--- config.mk ---
export PLATFORM = sky130hd
export DESIGN_NAME = disk_block_allocator_unit
export DESIGN_NICKNAME = d
export VERILOG_FILES = /design/src/hdl/dba_pkg.sv /design/src/hdl/dba_cell.sv /design/src/hdl/dba_ctrl.sv /design/src/hdl/disk_block_allocator_unit.sv
export SDC_FILE = /design/constraint.sdc
export NUM_CORES = 1
export LEC_CHECK = 0
export ABC_CLOCK_PERIOD_IN_PS = 4500
export BUFFER_PORTS_ARGS = -buffer_cell sky130_fd_sc_hd__buf_2
export CORE_UTILIZATION = 46
export CTS_CLUSTER_DIAMETER = 80
export CTS_CLUSTER_SIZE = 20
export DETAILED_ROUTE_END_ITERATION = 8
export PLACE_DENSITY = 0.63
export SYNTH_ARGS = -nofsm -noshare
export SYNTH_HDL_FRONTEND = slang
export SYNTH_SLANG_ARGS = --single-unit
export TNS_END_PERCENT = 30
--- constraint.sdc ---
create_clock -name clk -period 4.5 [get_ports clk]
set_input_delay 0.675 -clock clk [delete_from_list [all_inputs] [get_ports clk]]
set_output_delay 0.675 -clock clk [all_outputs]
set_load 0.02 [all_outputs]
--- src/hdl/dba_pkg.sv ---
package dba_pkg;

	localparam int BLK_W   = 6;
	localparam int SIZE_W  = 7;
	localparam int FC_W    = 7;
	localparam int CMD_W   = 3;
	localparam int MAX_RES = 64;

	typedef enum logic [CMD_W-1:0] {
		CMD_CONTIG  = 3'd0,
		CMD_LINKED  = 3'd1,
		CMD_INDEXED = 3'd2,
		CMD_FREE    = 3'd3,
		CMD_CLEAR   = 3'd4
	} cmd_e;

	typedef enum logic [1:0] {
		ST_IDLE,
		ST_RUN,
		ST_TAKE,
		ST_EMIT
	} state_t;

	typedef struct packed {
		logic [CMD_W-1:0]  cmd;
		logic [SIZE_W-1:0] size;
		logic [BLK_W-1:0]  block;
	} in_item_t;

	typedef struct packed {
		logic [BLK_W-1:0] block_out;
		logic             is_index;
		logic             status;
		logic             last;
		logic [FC_W-1:0]  free_count;
	} out_item_t;

	typedef struct packed {
		logic shift;
		logic wb;
		logic clr_all;
		logic clr_one;
		logic set_one;
	} chain_ctl_t;

endpackage

--- src/hdl/dba_cell.sv ---
module dba_cell import dba_pkg::*; (
	input  logic clk,
	input  logic arst_n,
	input  logic shift,
	input  logic shift_in,
	input  logic clr,
	input  logic set,
	output logic used
);

	logic used_q;

	always_ff @(posedge clk or negedge arst_n) begin
		if (!arst_n) begin
			used_q <= 1'b0;
		end else if (clr) begin
			used_q <= 1'b0;
		end else if (set) begin
			used_q <= 1'b1;
		end else if (shift) begin
			used_q <= shift_in;
		end
	end

	assign used = used_q;

endmodule

--- src/hdl/dba_ctrl.sv ---
module dba_ctrl import dba_pkg::*; #(
	parameter int NUM_BLOCKS = 64
) (
	input  logic                          clk,
	input  logic                          arst_n,
	input  logic                          start,
	input  in_item_t                      item,
	input  logic                          head_used,
	input  logic                          sel_used,
	output logic                          busy,
	output chain_ctl_t                    ctl,
	output logic [$clog2(NUM_BLOCKS)-1:0] sel_idx,
	output out_item_t                     result,
	output logic                          result_stb
);

	localparam int IW = $clog2(NUM_BLOCKS);
	localparam int FW = $clog2(NUM_BLOCKS + 1);
	localparam logic [IW-1:0] LAST_IDX = IW'(NUM_BLOCKS - 1);

	state_t            state_q, state_d;
	logic [IW-1:0]     idx_q, idx_d;
	logic [IW-1:0]     run_start_q, run_start_d;
	logic [SIZE_W-1:0] cnt_q, cnt_d;
	logic [SIZE_W-1:0] need_q, need_d;
	logic              found_q, found_d;
	logic              indexed_q, indexed_d;
	logic [FW-1:0]     free_q, free_d;
	out_item_t         res_q, res_d;
	logic              stb_q, stb_d;
	logic [7:0]        need_w;
	logic              size_ok;
	logic [SIZE_W-1:0] cnt_inc;

	always_ff @(posedge clk or negedge arst_n) begin
		if (!arst_n) begin
			state_q   <= ST_IDLE;
			stb_q     <= 1'b0;
			free_q    <= FW'(NUM_BLOCKS);
			idx_q     <= '0;
			cnt_q     <= '0;
			found_q   <= 1'b0;
		end else begin
			state_q   <= state_d;
			stb_q     <= stb_d;
			free_q    <= free_d;
			idx_q     <= idx_d;
			cnt_q     <= cnt_d;
			found_q   <= found_d;
		end
	end

	always_ff @(posedge clk) begin
		run_start_q <= run_start_d;
		need_q      <= need_d;
		indexed_q   <= indexed_d;
		res_q       <= res_d;
	end

	always_comb begin
		state_d     = state_q;
		idx_d       = idx_q;
		run_start_d = run_start_q;
		cnt_d       = cnt_q;
		need_d      = need_q;
		found_d     = found_q;
		indexed_d   = indexed_q;
		free_d      = free_q;
		res_d       = res_q;
		stb_d       = 1'b0;
		ctl         = '0;
		sel_idx     = idx_q;
		cnt_inc     = cnt_q + SIZE_W'(1);
		need_w      = 8'(item.size) + ((item.cmd == CMD_INDEXED) ? 8'd1 : 8'd0);
		size_ok     = (item.size != '0) && (need_w <= 8'(MAX_RES))
		              && (32'(need_w) <= NUM_BLOCKS);

		case (state_q)
			ST_IDLE: begin
				sel_idx = IW'(item.block);
				if (start) begin
					res_d.block_out = '0;
					res_d.is_index  = 1'b0;
					res_d.status    = 1'b0;
					res_d.last      = 1'b1;
					case (item.cmd)
						CMD_FREE: begin
							if (32'(item.block) < NUM_BLOCKS) begin
								ctl.clr_one = 1'b1;
								free_d      = free_q + FW'(sel_used);
							end
							res_d.block_out  = item.block;
							res_d.free_count = FC_W'(free_d);
							stb_d            = 1'b1;
						end
						CMD_CLEAR: begin
							ctl.clr_all      = 1'b1;
							free_d           = FW'(NUM_BLOCKS);
							res_d.free_count = FC_W'(free_d);
							stb_d            = 1'b1;
						end
						CMD_CONTIG, CMD_LINKED, CMD_INDEXED: begin
							need_d    = SIZE_W'(need_w);
							indexed_d = (item.cmd == CMD_INDEXED);
							idx_d     = '0;
							cnt_d     = '0;
							found_d   = 1'b0;
							if (!size_ok || (item.cmd != CMD_CONTIG
							    && 32'(free_q) < 32'(need_w))) begin
								// no-space reply, map untouched
								res_d.status     = 1'b1;
								res_d.free_count = FC_W'(free_q);
								stb_d            = 1'b1;
							end else if (item.cmd == CMD_CONTIG) begin
								state_d = ST_RUN;
							end else begin
								state_d = ST_TAKE;
								free_d  = free_q - FW'(need_w);
							end
						end
						default: ;
					endcase
				end
			end

			// full rotation looking for the lowest free run
			ST_RUN: begin
				ctl.shift = 1'b1;
				ctl.wb    = head_used;
				if (!found_q) begin
					if (!head_used) begin
						if (cnt_q == '0) begin
							run_start_d = idx_q;
						end
						cnt_d = cnt_inc;
						if (cnt_inc == need_q) begin
							found_d = 1'b1;
						end
					end else begin
						cnt_d = '0;
					end
				end
				if (idx_q == LAST_IDX) begin
					if (found_d) begin
						state_d = ST_EMIT;
						idx_d   = run_start_d;
						cnt_d   = '0;
						free_d  = free_q - FW'(need_q);
					end else begin
						state_d          = ST_IDLE;
						res_d.block_out  = '0;
						res_d.is_index   = 1'b0;
						res_d.status     = 1'b1;
						res_d.last       = 1'b1;
						res_d.free_count = FC_W'(free_q);
						stb_d            = 1'b1;
					end
				end else begin
					idx_d = idx_q + IW'(1);
				end
			end

			// map is home again: mark and emit the run one block per cycle
			ST_EMIT: begin
				sel_idx          = idx_q;
				ctl.set_one      = 1'b1;
				res_d.block_out  = BLK_W'(idx_q);
				res_d.is_index   = 1'b0;
				res_d.status     = 1'b0;
				res_d.last       = (cnt_inc == need_q);
				res_d.free_count = FC_W'(free_q);
				stb_d            = 1'b1;
				cnt_d            = cnt_inc;
				idx_d            = idx_q + IW'(1);
				if (cnt_inc == need_q) begin
					state_d = ST_IDLE;
				end
			end

			// take free blocks as they pass the head, keep rotating to realign
			ST_TAKE: begin
				ctl.shift = 1'b1;
				ctl.wb    = head_used;
				if (!head_used && cnt_q != need_q) begin
					ctl.wb           = 1'b1;
					res_d.block_out  = BLK_W'(idx_q);
					res_d.is_index   = indexed_q && (cnt_q == '0);
					res_d.status     = 1'b0;
					res_d.last       = (cnt_inc == need_q);
					res_d.free_count = FC_W'(free_q);
					stb_d            = 1'b1;
					cnt_d            = cnt_inc;
				end
				if (idx_q == LAST_IDX) begin
					state_d = ST_IDLE;
				end else begin
					idx_d = idx_q + IW'(1);
				end
			end

			default: state_d = ST_IDLE;
		endcase
	end

	assign busy       = (state_q != ST_IDLE);
	assign result     = res_q;
	assign result_stb = stb_q;

endmodule

--- src/hdl/disk_block_allocator_unit.sv ---
// Block allocator over a used-bit map of NUM_BLOCKS blocks, all free after reset. Items are
// taken when start is high and busy is low. Free, clear-all and an allocation that is out of
// range, or a linked or indexed one that asks for more blocks than are free, answer with one
// result in the cycle after the item. Linked and indexed allocation rotate the map once through
// a ring of one-bit cells past a single head, and the blocks come out as they pass the head.
// Contiguous allocation first rotates the ring once to find the lowest free run; if no run is
// long enough its no-space result follows that rotation, otherwise it marks and emits the run
// one block per cycle. Each result is on the result port for one cycle while result_stb is
// high; the receiver cannot stall and must take it then.
module disk_block_allocator_unit import dba_pkg::*; #(
	parameter int NUM_BLOCKS = 64
) (
	input  logic      clk,
	input  logic      arst_n,
	input  logic      start,
	output logic      busy,
	input  in_item_t  item,
	output out_item_t result,
	output logic      result_stb
);

	localparam int IW = $clog2(NUM_BLOCKS);

	logic [NUM_BLOCKS-1:0] used_vec;
	chain_ctl_t            ctl;
	logic [IW-1:0]         sel_idx;
	logic                  sel_used;

	assign sel_used = used_vec[sel_idx];

	dba_ctrl #(
		.NUM_BLOCKS(NUM_BLOCKS)
	) u_ctrl (
		.clk       (clk),
		.arst_n    (arst_n),
		.start     (start),
		.item      (item),
		.head_used (used_vec[0]),
		.sel_used  (sel_used),
		.busy      (busy),
		.ctl       (ctl),
		.sel_idx   (sel_idx),
		.result    (result),
		.result_stb(result_stb)
	);

	for (genvar i = 0; i < NUM_BLOCKS; i++) begin : g_cell
		logic shift_in;
		logic clr;
		logic set;

		// ring: the head writes block 0 back at the tail
		if (i == NUM_BLOCKS - 1) begin : g_tail
			assign shift_in = ctl.wb;
		end else begin : g_mid
			assign shift_in = used_vec[i+1];
		end

		assign clr = ctl.clr_all || (ctl.clr_one && sel_idx == IW'(i));
		assign set = ctl.set_one && sel_idx == IW'(i);

		dba_cell u_cell (
			.clk     (clk),
			.arst_n  (arst_n),
			.shift   (ctl.shift),
			.shift_in(shift_in),
			.clr     (clr),
			.set     (set),
			.used    (used_vec[i])
		);
	end

endmodule

---- Yosys cells after proc, flatten, opt, wreduce, memory -nomap -nowiden ----
Cells that the tools add are included.
storage, ports and cells
  flip-flop bits (word level) ............. 118
  memories kept ........................... 0
  bits in writable memories ............... 0
  input bits .............................. 19
  output and inout bits ................... 18
  memory bits (read-only) ................. 0
  latch bits .............................. 0
  logic and storage cells ................. 717
operators by class
  div/mod/pow operators ................... 0
  multiply operators ...................... 0
  equal/unequal tests ..................... 88
  $lt $le $gt $ge ......................... 4
  bitwise logic cells ..................... 0
  reductions and logical operators ........ 282
  add/subtract/negate cells ............... 6
  mux-type cells .......................... 259
  shift-type cells ........................ 0
operator list
  cell                                                                   number
  1-bit 2-to-1 mux                                                       210
  6-bit equality test, second input constant                             33
  3-bit nonzero test                                                     65
  1-bit logical AND                                                      133
  6-bit by 5-bit equality test with 1-bit output, second input constant  16
  7-bit 2-to-1 mux                                                       13
  1-bit logical OR                                                       65
  16-bit 2-to-1 mux                                                      4
  16-bit one-hot mux with 4 select lines                                 1
  6-bit 2-to-1 mux                                                       10
  6-bit by 4-bit equality test with 1-bit output, second input constant  8
  7-bit one-hot mux with 3 select lines                                  2
  7-bit one-hot mux with 4 select lines                                  1
  6-bit by 3-bit equality test with 1-bit output, second input constant  4
  6-bit one-hot mux with 4 select lines                                  1
  2-bit 2-to-1 mux                                                       10
  8-bit by 7-bit <= comparator with 1-bit output, second input constant  2
  7-bit one-hot mux with 2 select lines                                  1
  7-bit subtractor                                                       2
  6-bit by 2-bit equality test with 1-bit output, second input constant  2
  6-bit AND reduction                                                    2
  2-bit by 1-bit != test with 1-bit output, second input constant        5
  2-bit != test, second input constant                                   5
  3-bit AND reduction                                                    3
  33 further kinds                                                       41

---- Depth between registers and ports, before layout ----
Gate-level depths: netlist (run 1).
  depth after elaboration ................. 12
  depth in mapped cells ................... 20
  mapped depth without buffers ............ 18

---- By module ----
Synthesis (run 1) repeated with hierarchy kept, for this count alone.
second synthesis, totals
  cell total of the unflattened synthesis .. 968
  area total of the unflattened synthesis .. 8678.3 µm²
by module, submodules not included
  module                     seq. area each (µm²)  cells each  instances  area an instance (µm²)
  dba_ctrl                   1502.7                494         1          4346.7
  dba_cell                   25.0                  4           64         43.8
  disk_block_allocator_unit  0.0                   218         1          1529.0

---- Worst setup path before layout (run 1) ----
No wires, ideal clock.
  path type ............................... in2reg
  start point ............................. input port item[13] (netlist name)
  end point ............................... register u_ctrl.res_q, in the netlist u_ctrl.result[0] (enable)
  setup slack ............................. 0.398 ns
  library setup time ...................... 0.382 ns
  arrival ................................. 3.720 ns
  data required time ...................... 4.118 ns
  buffers on the path ..................... 1
  cell stages on the path ................. 13
  cell sequence ........................... buf_2 -> nor3b_1 -> ha_1 -> nand3_1 -> xor2_1 -> ha_1 -> and3b_1 -> a311o_1 -> maj3_2 -> nand2b_1 -> nand3_2 -> o21ai_0 -> a21boi_0
between the ends
  longest elaborated chain between the ends .. 10
  elaborated cells on any way between the ends .. 20
  those cells by class .................... add/sub (1); order compare (3); eq/ne (6); mux (1); reduce/logical (9)
RTL lines
  what                                                line                             source
  start, declared                                     disk_block_allocator_unit.sv:17  input in_item_t item,
  3-bit by 2-bit equality test with 1-bit output      dba_ctrl.sv:74, dba_ctrl.sv:86
  1-bit 2-to-1 mux                                    dba_ctrl.sv:74                   need_w = 8'(item.size) + ((item.cmd == CMD_INDEXED) ? 8'd1 : 8'd0);
  7-bit by 8-bit adder with 8-bit output              dba_ctrl.sv:74
  8-bit by 7-bit <= comparator with 1-bit output      dba_ctrl.sv:75, dba_ctrl.sv:76
  1-bit logical AND                                   dba_ctrl.sv:75                   size_ok = (item.size != '0) && (need_w <= 8'(MAX_RES))
  1-bit logical AND                                   dba_ctrl.sv:76                   && (32'(need_w) <= NUM_BLOCKS);
  1-bit logical NOT                                   dba_ctrl.sv:108                  if (!size_ok || (item.cmd != CMD_CONTIG
  1-bit logical OR                                    dba_ctrl.sv:108
  3-bit by 2-bit != test with 1-bit output (no line)  n/a
  6-bit AND reduction (no line) (*)                   n/a
  end signal, assigned                                dba_ctrl.sv:57                   res_q <= res_d;
  end, declared                                       dba_ctrl.sv:29                   out_item_t res_q, res_d;
Mark *: on every way between the ends. The rest lies on a longest branch, timed or not.
A chain may end at the register's enable or synchronous reset.

---- Worst setup path in the final report (run 1) ----
  start point ............................. register u_ctrl.state_q[0]
  end point ............................... register u_ctrl.free_q[6]
between the ends
  longest elaborated chain between the ends .. 8
  elaborated cells on any way between the ends .. 17
  those cells by class .................... add/sub (1); eq/ne (7); mux (6); reduce/logical (3)
RTL lines
  what                                       line                             source
  start, declared                            dba_ctrl.sv:21                   state_t state_q, state_d;
  start signal, assigned                     dba_ctrl.sv:44                   state_q <= state_d;
  2-bit logical NOT                          dba_ctrl.sv:78                   case (state_q)
  6-bit 2-to-1 mux                           dba_ctrl.sv:78
  1-bit binary-select mux with 6-bit select  disk_block_allocator_unit.sv:29  assign sel_used = used_vec[sel_idx];
  1-bit 2-to-1 mux (implied by the code)     disk_block_allocator_unit.sv:29
  7-bit by 1-bit adder with 7-bit output     dba_ctrl.sv:90                   free_d = free_q + FW'(sel_used);
  7-bit one-hot mux with 3 select lines      dba_ctrl.sv:86                   case (item.cmd)
  7-bit 2-to-1 mux                           dba_ctrl.sv:81                   if (start) begin
  7-bit one-hot mux with 2 select lines      dba_ctrl.sv:78
  end signal, assigned                       dba_ctrl.sv:39                   free_q <= FW'(NUM_BLOCKS);
  end signal, assigned                       dba_ctrl.sv:46                   free_q <= free_d;
  end, declared                              dba_ctrl.sv:28                   logic [FW-1:0] free_q, free_d;
Parallel ways exist; a longest one is shown, timed or not. The select of a mux whose other input is x is not followed.

==> results of run 1 <==
## critical path: stages, from the launching register on
cell and delay (ns):
dfrtp_1 0.42, inv_1 0.16, ha_4 0.28, nand2b_1 0.16, o22a_1 0.28, buf_4 0.26, o22ai_1 0.10, o21ai_0 0.24
nand4_1 0.12, mux2i_1 0.14, mux2_2 0.21, ha_1 0.17, ha_1 0.21, nand3_1 0.17, nor2_1 0.18, xnor2_1 0.12
o21ai_0 0.11, or3_1 0.32, o311ai_1 0.08, a2bb2oi_1 0.11
## power breakdown
group          internal [mW]  total [mW]  switching, mW
combinational           1.27        3.11           1.84
sequential              1.52        1.90          0.380
clock                  0.950        1.44          0.490
total                   3.75        6.45           2.71
## state kept, by name (all words and copies together) (netlist names)
signal	count
u_ctrl.found_q	1
u_ctrl.free_q	7
u_ctrl.run_start_q	6
u_ctrl.cnt_q	7
u_ctrl.result	16
g_cell.u_cell.used	64
u_ctrl.indexed_q	1
u_ctrl.need_q	7
u_ctrl.result_stb	1
u_ctrl.state_q	2
u_ctrl.idx_q	6
## area by class of cell
cell class | count | share of cell area (%)
Multi-Input combinational cell | 671 | 50.66
Clock inverter | 7 | 1.243
Sequential cell | 118 | 34.28
Timing Repair Buffer | 58 | 3.841
Tap cell | 220 | 3.040
Inverter | 32 | 1.326
Clock buffer | 25 | 5.609
## cell families after synthesis
logic type / after synthesis / share of synthesized area, %
AND/OR/NAND/NOR: 269 / 16.53
AO/OA/AOI/OAI: 294 / 25.79
buffers and inverters: 95 / 4.777
adder cells (fa/ha/maj): 28 / 4.466
XOR/XNOR: 27 / 3.034
multiplexers: 53 / 6.800
flip-flops: 118 / 38.61
## layer usage
| layer | vias to the layer above | share of wire (%) | GRT usage, % |
|---|---|---|---|
| met2 | 363 | 44 | 40.96 |
| met1 | 3632 | 46 | 39.18 |
| met3 | 41 | 8.4 | 6.425 |
| met5 | - | 0 | 0 |
| li1 | 3411 | - | - |
| met4 | 0 | 1.8 | 9.051 |
## synthesized netlist by cell type (6+ instances only)
library cell	number
dfrtp_1	87
nand2_1	86
a221oi_1	67
o21ai_0	53
nor2_1	51
clkbuf_1	46
mux2i_1	40
nor2b_1	39
o22ai_1	39
a211oi_1	35
a21oi_1	34
inv_1	31
edfxtp_1	30
ha_1	23
nand3_1	20
xnor2_1	16
mux2_2	12
nor3_1	12
and3_1	11
nand2b_1	10
xor2_1	10
buf_2	9
nand4_1	9
a31oi_1	7
o211ai_1	7
a22o_1	6
a22oi_1	6
nor4_1	6
or3_1	6
## worst paths after layout
check / start / end / slack [ns] / depth (start not counted)
setup / recovery: u_ctrl.state_q[0] / u_ctrl.free_q[6] / 0.57 / 19
hold / removal: arst_n / u_ctrl.free_q[0] / 0.37 / 1
setup reg to reg: u_ctrl.state_q[0] / u_ctrl.free_q[6] / 0.57 / 19
hold reg to reg: u_ctrl.free_q[6] / u_ctrl.free_q[6] / 0.56 / 1
max in group asynchronous: arst_n / g_cell[53].u_cell.used / 3.19 / 2
min in group clk: u_ctrl.free_q[6] / u_ctrl.free_q[6] / 0.56 / 1
==> reports/metrics.cfg, run 1 <==
[sta]
finalHoldViolations = 0
hold_ws_ns = 0.3717
setup_viol = 0
relSlewSlack_pct = 22.83
post-route-period-util_pct = 87.36
tightestPinTransition_ns = 1.158
timing.setup.tns_ns = 0
final.min_clock_period_ns = 3.931
rsz0062_at_grt = false
clock_skew_ns = 0.01035
drv_slew = 0
timing.fmax_mhz = 254.4
finalWorstSetupSlack_ns = 0.5690

[finish]
nNetsFinal = 942
ff_latch_area_um2 = 3104
multi_input_area_um2 = 4588
areaGrowthSynthToFinish_pct = 12.64
fill_cells = 1521
drive_gt1_share_pct = 12.62
final_common_cell = dfrtp_1
final_cells = 1131
antennaDiodeCount = 0
layout_common_cells = dfrtp_1, nand2_1, a221oi_1
fin_util_pct = 53.85
postLayoutCellArea_um2 = 9056

[cts]
clock_sinks = 118
cts-root-buf = clkbuf_16
clk_pin_slew_worst_paths_ns = 0.06
htreeDepth = 4
clk_latency_ns = 0.43
clockBufferDepth = 2
ctsHoldBuffers = 0
cts_tree = built
cts_setup_buffers = 0
cts_buffers = 17
cts_resized = 0

[synthesis]
syn_inst = 884
syn_area_per_cell_um2 = 9.095
ys_types = 73
synth.area.top_cells = dfrtp_1, edfxtp_1, a221oi_1
synth_top_flop_cell = dfrtp_1
async_flop_share_pct = 74.58
synth.top_cell.area_share_pct = 27.08
seq_area_frac_synth_pct = 38.61
synth_edf_count = 30
syn_nets = 928
yosys.area.top_type = dfrtp_1
ys_ff_latch = 118
synth.cell_area_um2 = 8040
ys_warn_count = 0

[detailed_routing]
routed_wl_mm = 23.94
via_count = 7447
drt-vias-per-instance = 6.584
post-route-drc-count = 0
wl_per_cell_um = 21.16
first_pass_iters = 5
ant_nets = 0
detail_route.iter0.violations = 829

[global_routing]
grtUsageTotal_pct = 27.50
grt_max_degree = 97
grt_pass1_vias = 7067
grt_overflow = 0
grt_first_pass_wirelength_mm = 38.41
antenna_found_initial = 0

[pwr]
powerDensity_nw_per_um2 = 712.5
power.leakage_nw = 3.644
peakVddDrop_uv = 600.4
power.total_mw = 6.453

[worst_setup_path]
critPathMaxFanout = 19
worst_setup_path_start_kind = register
critPathKind = register to register
required_ns = 4.83
crit_path_end_kind = register
cp.arrival_ns = 4.27

[floorplanning]
rows = 47
core-area_um2 = 16820
initial_core_util_pct = 47.81
io_pins = 37
die_y_um = 134.2
die_w_um = 134.2
fp.dieArea_um2 = 18010

[flow_run]
drv_cap = 0

[placed_design]
dp_hpwl_mm = 16.19
place_inst = 1099
placed_area_um2 = 8436
routabilityCongestion = 0.9550
pre_cts_slack_ns = 0.2864
numPortBuffers = 36

[outcome]
status = completed

[worst_hold_path]
hold_class = primary input to asynchronous set/reset pin

(Power assumes the default switching activity.)
==> inputs of run 2 (changes only) <==
Settings changed: CTS_BUF_LIST from default to sky130_fd_sc_hd__clkbuf_16, PLACE_DENSITY 0.63 to 0.6.
==> run 2 against run 1 <==
Net effect: first-iteration DRC count down 1.9%; worst hold slack worse by 0.0033 ns; global-route usage up 0.67 points; clock power down 8%; critical path depth down 1; power down 1.6%; clock-buffer cell count down 6; clock skew up 0.0018 ns; combinational power about the same; sequential cell count unchanged; highest routed layer unchanged.
==> reports/metrics.cfg, run 2 (synthesis results as in run 1) <==
[cts]
cts_buffers = 17
clk_latency_ns = 0.43
ctsHoldBuffers = 0
cts_tree = built
cts_resized = 0
clockBufferDepth = 2
clock_sinks = 118
htreeDepth = 4
clk_pin_slew_worst_paths_ns = 0.06
cts_setup_buffers = 0
cts-root-buf = clkbuf_16

[detailed_routing]
wl_per_cell_um = 21.69
wl_met2_mm = 12.17
post-route-drc-count = 0
first_pass_iters = 5
via_count = 7366
met1_length_mm = 10.37
dr_wl_met3_mm = 1.175
routed_wl_mm = 24.51
detail_route.iter0.violations = 813
routed.top_layer = met4
ant_nets = 0
drt-vias-per-instance = 6.519

[pwr]
powerDensity_nw_per_um2 = 704.9
power.share.clock_pct = 20.8
seqPwrFrac_pct = 29.8
peakVddDrop_uv = 478.1
switchingPower_mw = 2.745
power.leakage_nw = 3.628
combinationalPowerShare_pct = 49.4
swShare_pct = 43.25
intPower_mw = 3.602

[finish]
fill_cells = 1554
largest_register_ffs = 64
final_common_cell = dfrtp_1
antennaDiodeCount = 0
areaGrowthSynthToFinish_pct = 11.98
nNetsFinal = 941
layout_common_cells = dfrtp_1, nand2_1, a221oi_1
drive_gt1_share_pct = 12.75

[sta]
hold_ws_ns = 0.3684
clock_skew_ns = 0.01211
timing.fmax_mhz = 245.4
post-route-period-util_pct = 90.56
relSlewSlack_pct = 10.76
rsz0062_at_grt = false
finalHoldViolations = 0
setup_viol = 0
drv_slew = 0
tightestPinTransition_ns = 1.339
timing.setup.tns_ns = 0
final.min_clock_period_ns = 4.075

[floorplanning]
die_y_um = 134.2
die_w_um = 134.2
io_pins = 37
fp.dieArea_um2 = 18010
rows = 47
initial_core_util_pct = 47.81
core-area_um2 = 16820

[worst_setup_path]
critPathMaxFanout = 20
cp.arrival_ns = 4.42
rrSetupSlack_ns = 0.43
cp-startpoint = u_ctrl.state_q[1]
r2r_start = u_ctrl.state_q[1]
worst_setup_path_start_kind = register
required_ns = 4.84
critPathKind = register to register
crit_path_end_kind = register

[placed_design]
numPortBuffers = 36
dp_hpwl_mm = 16.86
routabilityCongestion = 0.8593

[flow_run]
drv_cap = 0

[global_routing]
grt_overflow = 0
grtUsageTotal_pct = 28.17
grt_first_pass_wirelength_mm = 39.35
antenna_found_initial = 0
grt_max_degree = 97
grt_pass1_vias = 7181

[outcome]
status = completed

[worst_hold_path]
hold_class = primary input to asynchronous set/reset pin

run 2: cell count changes in the layout (fill, tap and decap cells not counted):
| cell | previous run | this run |
|---|---|---|
| clkinv_4 | 0 | 2 |
| bufinv_16 | 3 | 1 |
| clkbuf_1 | 5 | 0 |
| clkinv_2 | 2 | 4 |
| inv_1 | 31 | 32 |
| inv_6 | 0 | 1 |
| clkbuf_8 | 1 | 0 |
| clkinv_1 | 0 | 2 |
| buf_4 | 23 | 22 |
run 2: layer usage:
metal  vias up  track usage [%]
met1      3621            35.93
met2       262            47.29
met5         -                0
met4         0            11.86
li1       3419                -
met3        64            4.611
run 2: worst paths after layout:
| check | to | cells past startpoint |
|---|---|---|
| min reg2reg | u_ctrl.free_q[6] | 1 |
| min | u_ctrl.free_q[5] | 1 |
| max reg2reg | u_ctrl.free_q[6] | 18 |
| max in group asynchronous | g_cell[55].u_cell.used | 2 |
| max | u_ctrl.free_q[6] | 18 |
| min in group clk | u_ctrl.free_q[6] | 1 |
run 2: cell type report:
cell class              instances  area [µm²]  area share (%)
flip-flops and latches        118        3104           34.48
repair buffers                 57       340.3           3.780
clock inverters                13       100.1           1.112
clock buffers                  19       475.5           5.281
well taps                     220       275.3           3.057
inverters                      32       120.1           1.334
multi-input cells             671        4588           50.96
run 2: stage by stage:
| step | worst slack, ns | area, µm² | total power, mW | utilization, % | instances |
|---|---|---|---|---|---|
| floorplan | 0.3984 | 8040 | 4.108 | - | 884 |
| global placement | 0.4079 | 8428 | 4.931 | 50.11 | 1098 |
| detailed placement | 0.3422 | 8428 | 4.993 | 50.11 | 1098 |
| CTS | 0.4597 | 9004 | 6.330 | 53.53 | 1130 |
| global route | 0.001611 | 9004 | 6.728 | 53.53 | 1130 |
| finish | 0.4250 | 9004 | 6.347 | 53.53 | 1130 |
run 2: worst max-delay path, cell delays in order, from the launching register on:
cell and delay, ns:
dfrtp_1 0.46, inv_1 0.12, ha_4 0.24, nand2_1 0.12, o22a_1 0.63, o22ai_1 0.18, o21ai_0 0.23, nand4_1 0.11
mux2i_1 0.17, mux2_2 0.21, ha_1 0.18, ha_1 0.21, nand3_1 0.17, nor2_1 0.17, xnor2_1 0.12, o21ai_0 0.12
or3_1 0.32, o311ai_1 0.09, a2bb2oi_1 0.12
run 2: power by group through the flow:
stage	registers (mW)	clock network [mW]	logic (mW)
after floorplan	1.83	0	2.28
after global placement	1.89	0	3.04
after detailed placement	1.89	0	3.10
after CTS	1.88	1.33	3.12
after global routing	1.93	1.38	3.42
final	1.89	1.32	3.14
